==> config.mk <==
export PLATFORM = sky130hd
export DESIGN_NAME = feather_blend_overlap
export DESIGN_NICKNAME = d
export VERILOG_FILES = /design/src/hdl/feb_pkg.sv /design/src/hdl/feb_weight.sv /design/src/hdl/feb_divider.sv /design/src/hdl/feather_blend_overlap.sv
export SDC_FILE = /design/constraint.sdc
export NUM_CORES = 2
export LEC_CHECK = 0
export BUFFER_PORTS_ARGS = -buffer_cell sky130_fd_sc_hd__clkbuf_2
export CORE_AREA = 2 2 387 485
export CTS_BUF_LIST = sky130_fd_sc_hd__clkbuf_16
export CTS_CLUSTER_DIAMETER = 150
export DETAILED_ROUTE_END_ITERATION = 7
export DIE_AREA = 0 0 389 487
export PLACE_DENSITY = 0.51
export SYNTH_ARGS = -nofsm -noshare
export SYNTH_HDL_FRONTEND = slang
export SYNTH_SLANG_ARGS = --single-unit
==> constraint.sdc <==
create_clock -name clk -period 7.6 [get_ports clk]
set_clock_uncertainty 0.15 [all_clocks]
set_input_delay 1.14 -clock clk [delete_from_list [all_inputs] [get_ports clk]]
set_output_delay 1.14 -clock clk [all_outputs]
set_load 0.05 [all_outputs]
==> src/hdl/feb_pkg.sv <==
//------------------------------------------------------------------------------
// feb_pkg
// Shared types and constants of the feathering blend: field widths, the
// pixel and result payloads, the configuration view and the divider feed.
//------------------------------------------------------------------------------
`default_nettype none

package feb_pkg;

	localparam int COL_W      = 11;
	localparam int START_W    = 11;
	localparam int END_W      = 12;
	localparam int PIX_W      = 8;
	localparam int NCH        = 3;
	localparam int MAX_WIDTH  = 2048;

	// p1*(end-col) + p2*(col-start) <= 255 * (end-start) <= 255 * MAX_WIDTH
	localparam int ACC_W      = PIX_W + $clog2(MAX_WIDTH);

	// restoring divider: quotient bits resolved per stage and stage count
	localparam int DIV_BITS   = 2;
	localparam int DIV_STAGES = PIX_W / DIV_BITS;

	localparam logic [START_W-1:0] START_RESET = START_W'(470);
	localparam logic [END_W-1:0]   END_RESET   = END_W'(630);

	localparam int CFG_IDX_W  = 1;
	localparam int CFG_DATA_W = 12;

	localparam logic [CFG_IDX_W-1:0] REG_OVERLAP_START = 1'b0;
	localparam logic [CFG_IDX_W-1:0] REG_OVERLAP_END   = 1'b1;

	typedef struct packed {
		logic [COL_W-1:0] column;
		logic [PIX_W-1:0] first_blue;
		logic [PIX_W-1:0] first_green;
		logic [PIX_W-1:0] first_red;
		logic [PIX_W-1:0] second_blue;
		logic [PIX_W-1:0] second_green;
		logic [PIX_W-1:0] second_red;
	} pixel_t;

	typedef struct packed {
		logic [PIX_W-1:0] out_blue;
		logic [PIX_W-1:0] out_green;
		logic [PIX_W-1:0] out_red;
	} blend_t;

	typedef struct packed {
		logic [START_W-1:0] overlap_start;
		logic [END_W-1:0]   overlap_end;
	} cfg_t;

	// channel order inside the packed arrays: 0 blue, 1 green, 2 red
	typedef struct packed {
		logic [NCH-1:0][ACC_W-1:0] acc;
		logic [END_W-1:0]          divisor;
	} div_in_t;

endpackage

`default_nettype wire

==> src/hdl/feb_weight.sv <==
//------------------------------------------------------------------------------
// feb_weight
// Three pipeline stages: pick the region and the two weights, multiply each
// channel by its weight, and sum into the dividend for the divider.
//------------------------------------------------------------------------------
`default_nettype none

module feb_weight (
	input  wire logic             clk,
	input  wire logic             arst_n,
	input  wire feb_pkg::cfg_t    cfg,
	input  wire logic             in_valid,
	output logic                  in_ready,
	input  wire feb_pkg::pixel_t  in_data,
	output logic                  out_valid,
	input  wire logic             out_ready,
	output feb_pkg::div_in_t      out_data
);
	import feb_pkg::*;

	logic             vld_s1, vld_s2, vld_s3;
	logic             rdy_s1, rdy_s2, rdy_s3;

	logic [END_W-1:0] w1_s1, w2_s1, div_s1;
	logic [PIX_W-1:0] p1_s1 [NCH];
	logic [PIX_W-1:0] p2_s1 [NCH];

	logic [ACC_W-1:0] m1_s2 [NCH];
	logic [ACC_W-1:0] m2_s2 [NCH];
	logic [END_W-1:0] div_s2;

	div_in_t          sum_s3;

	logic [END_W-1:0] col_x, start_x, end_x;
	logic [END_W-1:0] w1_nx, w2_nx, div_nx;

	// each stage moves when it is empty or the one after it moves
	assign rdy_s3   = !vld_s3 || out_ready;
	assign rdy_s2   = !vld_s2 || rdy_s3;
	assign rdy_s1   = !vld_s1 || rdy_s2;
	assign in_ready = rdy_s1;

	// region decode; outside the overlap the weight pair is (1,0) or (0,1)
	// over a divisor of one, so the pixel passes the divider unchanged
	always_comb begin
		col_x   = END_W'(in_data.column);
		start_x = END_W'(cfg.overlap_start);
		if (start_x > END_W'(MAX_WIDTH - 1))
			start_x = END_W'(MAX_WIDTH - 1);
		end_x = cfg.overlap_end;
		if (end_x > END_W'(MAX_WIDTH))
			end_x = END_W'(MAX_WIDTH);
		if (col_x < start_x) begin
			w1_nx  = END_W'(1);
			w2_nx  = '0;
			div_nx = END_W'(1);
		end else if (col_x >= end_x) begin
			w1_nx  = '0;
			w2_nx  = END_W'(1);
			div_nx = END_W'(1);
		end else begin
			w1_nx  = end_x - col_x;
			w2_nx  = col_x - start_x;
			div_nx = end_x - start_x;
		end
	end

	always_ff @(posedge clk or negedge arst_n) begin
		if (!arst_n) begin
			vld_s1 <= 1'b0;
			vld_s2 <= 1'b0;
			vld_s3 <= 1'b0;
		end else begin
			if (rdy_s1)
				vld_s1 <= in_valid;
			if (rdy_s2)
				vld_s2 <= vld_s1;
			if (rdy_s3)
				vld_s3 <= vld_s2;
		end
	end

	always_ff @(posedge clk) begin
		if (rdy_s1 && in_valid) begin
			w1_s1    <= w1_nx;
			w2_s1    <= w2_nx;
			div_s1   <= div_nx;
			p1_s1[0] <= in_data.first_blue;
			p1_s1[1] <= in_data.first_green;
			p1_s1[2] <= in_data.first_red;
			p2_s1[0] <= in_data.second_blue;
			p2_s1[1] <= in_data.second_green;
			p2_s1[2] <= in_data.second_red;
		end
		if (rdy_s2 && vld_s1) begin
			div_s2 <= div_s1;
			for (int ch = 0; ch < NCH; ch++) begin
				m1_s2[ch] <= ACC_W'(p1_s1[ch]) * ACC_W'(w1_s1);
				m2_s2[ch] <= ACC_W'(p2_s1[ch]) * ACC_W'(w2_s1);
			end
		end
		if (rdy_s3 && vld_s2) begin
			sum_s3.divisor <= div_s2;
			for (int ch = 0; ch < NCH; ch++)
				sum_s3.acc[ch] <= m1_s2[ch] + m2_s2[ch];
		end
	end

	assign out_valid = vld_s3;
	assign out_data  = sum_s3;

endmodule

`default_nettype wire

==> src/hdl/feb_divider.sv <==
//------------------------------------------------------------------------------
// feb_divider
// Pipelined restoring divider, a few quotient bits per stage, three
// channels side by side over one shared divisor. The last stage is the
// result register.
//------------------------------------------------------------------------------
`default_nettype none

module feb_divider (
	input  wire logic              clk,
	input  wire logic              arst_n,
	input  wire logic              in_valid,
	output logic                   in_ready,
	input  wire feb_pkg::div_in_t  in_data,
	output logic                   out_valid,
	input  wire logic              out_ready,
	output feb_pkg::blend_t        out_data
);
	import feb_pkg::*;

	localparam int DV_W = ACC_W + 1;
	localparam int LAST = DIV_STAGES - 1;

	logic [DIV_STAGES-1:0] vld_s;
	logic [DIV_STAGES:0]   rdy;
	logic [ACC_W-1:0]      rem_s [DIV_STAGES][NCH];
	logic [PIX_W-1:0]      quo_s [DIV_STAGES][NCH];
	logic [END_W-1:0]      div_s [DIV_STAGES];

	assign rdy[DIV_STAGES] = out_ready;
	assign in_ready        = rdy[0];

	for (genvar k = 0; k < DIV_STAGES; k++) begin : g_stage
		logic             vld_in;
		logic [END_W-1:0] div_in;
		logic [ACC_W-1:0] rem_in [NCH];
		logic [PIX_W-1:0] quo_in [NCH];
		logic [ACC_W-1:0] rem_nx [NCH];
		logic [PIX_W-1:0] quo_nx [NCH];

		if (k == 0) begin : g_head
			always_comb begin
				vld_in = in_valid;
				div_in = in_data.divisor;
				for (int ch = 0; ch < NCH; ch++) begin
					rem_in[ch] = in_data.acc[ch];
					quo_in[ch] = '0;
				end
			end
		end else begin : g_body
			always_comb begin
				vld_in = vld_s[k-1];
				div_in = div_s[k-1];
				for (int ch = 0; ch < NCH; ch++) begin
					rem_in[ch] = rem_s[k-1][ch];
					quo_in[ch] = quo_s[k-1][ch];
				end
			end
		end

		// trial-subtract the shifted divisor, shift the quotient bit in
		always_comb begin
			logic [ACC_W-1:0] r;
			logic [PIX_W-1:0] q;
			logic [DV_W-1:0]  dv;
			r  = '0;
			q  = '0;
			dv = '0;
			for (int ch = 0; ch < NCH; ch++) begin
				r = rem_in[ch];
				q = quo_in[ch];
				for (int j = 0; j < DIV_BITS; j++) begin
					dv = DV_W'(div_in) << (PIX_W - 1 - (k * DIV_BITS + j));
					if ({1'b0, r} >= dv) begin
						r = r - dv[ACC_W-1:0];
						q = {q[PIX_W-2:0], 1'b1};
					end else begin
						q = {q[PIX_W-2:0], 1'b0};
					end
				end
				rem_nx[ch] = r;
				quo_nx[ch] = q;
			end
		end

		assign rdy[k] = !vld_s[k] || rdy[k+1];

		always_ff @(posedge clk or negedge arst_n) begin
			if (!arst_n)
				vld_s[k] <= 1'b0;
			else if (rdy[k])
				vld_s[k] <= vld_in;
		end

		always_ff @(posedge clk) begin
			if (rdy[k] && vld_in) begin
				div_s[k] <= div_in;
				for (int ch = 0; ch < NCH; ch++) begin
					rem_s[k][ch] <= rem_nx[ch];
					quo_s[k][ch] <= quo_nx[ch];
				end
			end
		end
	end

	// the dividend stays below 256 times the divisor, so eight quotient
	// bits always hold the full result and no clamp is needed
	assign out_valid         = vld_s[LAST];
	assign out_data.out_blue  = quo_s[LAST][0];
	assign out_data.out_green = quo_s[LAST][1];
	assign out_data.out_red   = quo_s[LAST][2];

	// a finished division leaves a remainder below the divisor
	a_rem_below_div: assert property (@(posedge clk) disable iff (!arst_n)
		vld_s[LAST] |-> (rem_s[LAST][0] < ACC_W'(div_s[LAST]))
			&& (rem_s[LAST][1] < ACC_W'(div_s[LAST]))
			&& (rem_s[LAST][2] < ACC_W'(div_s[LAST])))
		else $error("divider remainder not below divisor");

	a_div_nonzero: assert property (@(posedge clk) disable iff (!arst_n)
		vld_s[0] |-> (div_s[0] != '0))
		else $error("zero divisor entered the divider");

	a_head_holds: assert property (@(posedge clk) disable iff (!arst_n)
		vld_s[0] && !rdy[1] |=> vld_s[0] && $stable(rem_s[0][0]) && $stable(div_s[0]))
		else $error("blocked divider stage lost its item");

	a_empty_out_ready: assert property (@(posedge clk) disable iff (!arst_n)
		!vld_s[LAST] |-> in_ready)
		else $error("divider stalls its input with an empty result stage");

endmodule

`default_nettype wire

==> src/hdl/feather_blend_overlap.sv <==
//------------------------------------------------------------------------------
// feather_blend_overlap
// Linear feathering blend of two aligned BGR images across a column overlap.
//
//   channel   direction  handshake               payload
//   pixel     in         pixel_valid/pixel_stall feb_pkg::pixel_t (column, 2 x BGR)
//   blend     out        blend_valid/blend_stall feb_pkg::blend_t (BGR)
//   config    in         wr_en                   wr_index, wr_data
//
// One pixel per clock sustained while blend_stall is low; a pixel transfer
// passes three weighting stages and four divider stages, the last of which
// is the result register, before its result is offered.
// arst_n clears all valid bits and loads the overlap bounds 470 and 630.
// Each stage advances when it is empty or its successor advances, so
// bubbles close up under a stalled output and pixel_stall rises only once
// every stage holds an item.
//------------------------------------------------------------------------------
`default_nettype none

module feather_blend_overlap (
	input  wire logic                              clk,
	input  wire logic                              arst_n,
	input  wire logic                              wr_en,
	input  wire logic [feb_pkg::CFG_IDX_W-1:0]     wr_index,
	input  wire logic [feb_pkg::CFG_DATA_W-1:0]    wr_data,
	input  wire logic                              pixel_valid,
	output logic                                   pixel_stall,
	input  wire feb_pkg::pixel_t                   pixel,
	output logic                                   blend_valid,
	input  wire logic                              blend_stall,
	output feb_pkg::blend_t                        blend
);
	import feb_pkg::*;

	logic [START_W-1:0] start_q;
	logic [END_W-1:0]   end_q;
	cfg_t               cfg;

	logic               wgt_ready;
	logic               acc_valid;
	logic               acc_ready;
	div_in_t            acc;

	// overlap bounds; writes drop bits above each register's width
	always_ff @(posedge clk or negedge arst_n) begin
		if (!arst_n) begin
			start_q <= START_RESET;
			end_q   <= END_RESET;
		end else if (wr_en) begin
			case (wr_index)
				REG_OVERLAP_START: start_q <= wr_data[START_W-1:0];
				REG_OVERLAP_END:   end_q   <= wr_data[END_W-1:0];
				default: ;
			endcase
		end
	end

	assign cfg.overlap_start = start_q;
	assign cfg.overlap_end   = end_q;

	// region decode, per-channel weighting and dividend sum
	feb_weight u_weight (
		.clk       (clk),
		.arst_n    (arst_n),
		.cfg       (cfg),
		.in_valid  (pixel_valid),
		.in_ready  (wgt_ready),
		.in_data   (pixel),
		.out_valid (acc_valid),
		.out_ready (acc_ready),
		.out_data  (acc)
	);

	// divide by the overlap width, or by one outside the overlap, two quotient bits per stage
	feb_divider u_divider (
		.clk       (clk),
		.arst_n    (arst_n),
		.in_valid  (acc_valid),
		.in_ready  (acc_ready),
		.in_data   (acc),
		.out_valid (blend_valid),
		.out_ready (!blend_stall),
		.out_data  (blend)
	);

	// hold the pixel side only while the first weighting stage is blocked
	assign pixel_stall = !wgt_ready;

endmodule

`default_nettype wire
==> impl_metrics.yaml <==
sta:
  fmax_ghz: 0.155
  setup_tns_ps: 0
  fin_crit_ps: 6430
  finalCritPeriodShare: 0.847
  rsz0062_at_grt: "false"
  tightest_slew_ps: 1130
  slew_headroom: 0.247
  setup_slack_ps: 1170
  setup_viol: 0
  slew_violations: 0
  hold_viol: 0
worst_setup_path:
  critPathMaxFanout: 24
  crit_slowest_cell: "edfxtp_1"
  crit_top_cell: "ha_1"
  ff2ff_path_depth: 19
  crit_required_ps: 7850
  crit_path_cell_trace: "ha_1 > inv_1 > fa_1 > a211oi_1 > o21ai_1 > a311o_1 > a211oi_2 > buf_4 > mux2i_1 > ha_1 > nor2b_1 > o21a_1 > o21ai_0 > a31oi_1 > or4_1 > o2111ai_1 > and3b_1 > and2_1 > mux2_1"
  path_class: "flop to flop"
  critPathLaunchType: "flop"
  end_kind: "flop"
  cp.arrival_ps: 6680
  slowest_delay_ps: 570
clocking:
  cts_resized: 0
  cts_root_buffer: "clkbuf_16"
  cts_hold_buf: 0
  path_clk_slew_ps: 60
  clock_path_buffers: 3
  cts_tree: "done"
  post-cts-setup-buffers: 0
  cts_buffers: 74
  clkSinkCount: 576
  clock_latency_ps: 690
  cts_max_level: 3
route:
  vias: 39500
  routed_wirelength_um: 142000
  post-route-drc-count: 0
  antenna_left: 0
  dr.pass1.iters: 5
  wl_per_cell_um: 17.4
  drt_iter0_drc: 1776
  viasPerCell: 4.85
hold_path:
  whs_path_depth: 0
  hp-class: "flop to flop"
floorplan:
  dieArea_um2: 189000
  fp.dieW_um: 389
  num_io_pins: 103
  start_util: 0.299
  die_h_um: 487
  num_rows: 177
  core_area_um2: 185000
layout:
  regArea_um2: 17200
  syn_to_final_growth_pct: 10.5
  fillers: 19000
  multi_input_area_um2: 35200
  nets: 6743
  layout-drive-gt1-share: 0.0821
outcome:
  status: "finished, final reports clean"
yosys:
  synth_seq_cells: 576
  synthSimpleGateAreaFrac: 0.156
  synth_top_family_by_area: "adder cells"
  synth_ff_type: "edfxtp_1"
  async_flop_share: 0.0521
  synth_nets: 6660
  synth_compound_area_frac: 0.121
  ys_seq_area_frac: 0.310
  synth_edf_count: 546
  synthAdderAreaFrac: 0.274
  yosys.area_share.xor_xnor: 0.0558
  yosysUniqueCellTypes: 92
  synthMuxAreaShare: 0.0289
  syn_avg_cell_area_um2: 9.87
  netlist_area_um2: 55300
  ys_warn_count: 0
  synthCells: 5599
placed_design:
  hpwl_um: 113000
  dp_slack_ps: 1160
  port-buffer-count: 102
  gp_congestion: 0.861
global_routing:
  grt-ovfl-total: 0
  grt_pass1_wl_um: 226000
  antenna_found_initial: 1
  grt_usage: 0.151
  grt_max_degree: 69
  grt_pass1_vias: 40600
job:
  drv_cap: 0
==> synth_stat cells (59+ instances only) <==
cell type	number	area [um2]
inv_1	627	2350
ha_1	603	7540
edfxtp_1	546	16400
nand2_1	495	1860
fa_1	381	7630
and2_1	330	2060
nor2_1	322	1210
a21oi_1	299	1500
xnor2_1	259	2270
o21ai_0	237	1190
clkbuf_1	143	537
mux2_2	112	1260
a21o_1	108	811
nor3_1	105	526
xor2_1	93	815
nor2b_1	86	538
nand3_1	77	385
nand2b_1	60	375
o21a_1	59	443
==> per-layer routing <==
| layer | wire (um) | global-route usage |
|---|---|---|
| met4 | 6060 | 0.0643 |
| met1 | 59400 | 0.177 |
| met2 | 73300 | 0.278 |
| met5 | 0 | 0 |
| met3 | 3550 | 0.0154 |
==> worst max-delay path, delay by kind of cell, from the launching register on <==
family          cells  cell delay [ps]
flops               1              570
fa+ha+maj           3              980
buf+inv             2              340
mux                 2              730
simple gates        4             1530
compound gates      8             1830
==> metrics by stage <==
step | utilization | hold slack, ps | instance area, um2 | cells
after floorplan | - | 250 | 55300 | 5599
after global placement | 0.317 | 254 | 58700 | 8022
after detailed placement | 0.317 | 255 | 58700 | 8022
after CTS | 0.330 | 266 | 61100 | 8156
after global routing | 0.330 | 274 | 61100 | 8157
final | 0.330 | 257 | 61100 | 8158
==> final cells by class <==
cell class / count / share of cell area
Multi-Input combinational cell: 4239 / 0.576
Sequential cell: 576 / 0.281
Tap cell: 2416 / 0.0495
Inverter: 631 / 0.0388
Clock buffer: 77 / 0.0315
Timing Repair Buffer: 160 / 0.0155
Clock inverter: 57 / 0.00766
Antenna cell: 2 / 0.0000819
==> final timing paths <==
kind / startpoint / endpoint / slack (ps)
min in group asynchronous: arst_n / end_q[8]$_DFFE_PN0P_ / 450
setup reg to reg: u_divider.div_s[1][0]$_DFFE_PP_ / u_divider.rem_s[1][8]$_DFFE_PP_ / 1170
hold / removal: u_divider.quo_s[1][16]$_DFFE_PP_ / u_divider.quo_s[2][18]$_DFFE_PP_ / 260
max in group asynchronous: arst_n / u_weight.out_valid$_DFFE_PN0P_ / 6210
setup / recovery: u_divider.div_s[1][0]$_DFFE_PP_ / u_divider.rem_s[1][8]$_DFFE_PP_ / 1170
hold reg to reg: u_divider.quo_s[1][16]$_DFFE_PP_ / u_divider.quo_s[2][18]$_DFFE_PP_ / 260
==> placed cells by master, fill, tap and decap left out, drive strengths merged, types with 59 or more instances in the layout <==
| cell | instances |
|---|---|
| a21o | 108 |
| a21oi | 299 |
| and2 | 330 |
| clkbuf | 179 |
| edfxtp | 546 |
| fa | 381 |
| ha | 603 |
| inv | 644 |
| mux2 | 123 |
| nand2 | 495 |
| nand2b | 60 |
| nand3 | 77 |
| nor2 | 322 |
| nor2b | 86 |
| nor3 | 106 |
| o21a | 59 |
| o21ai | 245 |
| xnor2 | 259 |
| xor2 | 93 |
==> flip-flops by register name, indices dropped and copies added, names as in the netlist <==
name,cells
u_divider.rem_s,171
u_weight.out_data,69
u_divider.quo_s,60
u_weight.m1_s2,57
u_weight.m2_s2,57
u_divider.div_s,36
u_weight.p1_s1,24
u_weight.p2_s1,24
end_q,12
u_weight.div_s1,12
u_weight.div_s2,12
u_weight.w1_s1,12
u_weight.w2_s1,12
start_q,11
u_divider.g_stage.vld_in,3
u_divider.out_valid,1
u_weight.out_valid,1
u_weight.vld_s1,1
u_weight.vld_s2,1
==> cells by family after synthesis <==
group	Yosys count
xor gates and xnor gates	352
and+or+nand+nor	1719
adders and majority gates	984
AOI/OAI and AO/OA	1040
buffers and inverters	784
muxes	144
DFF	576
Power is not shown: default switching activity piles up to over one toggle a cycle in this logic, so the estimate is an artifact.
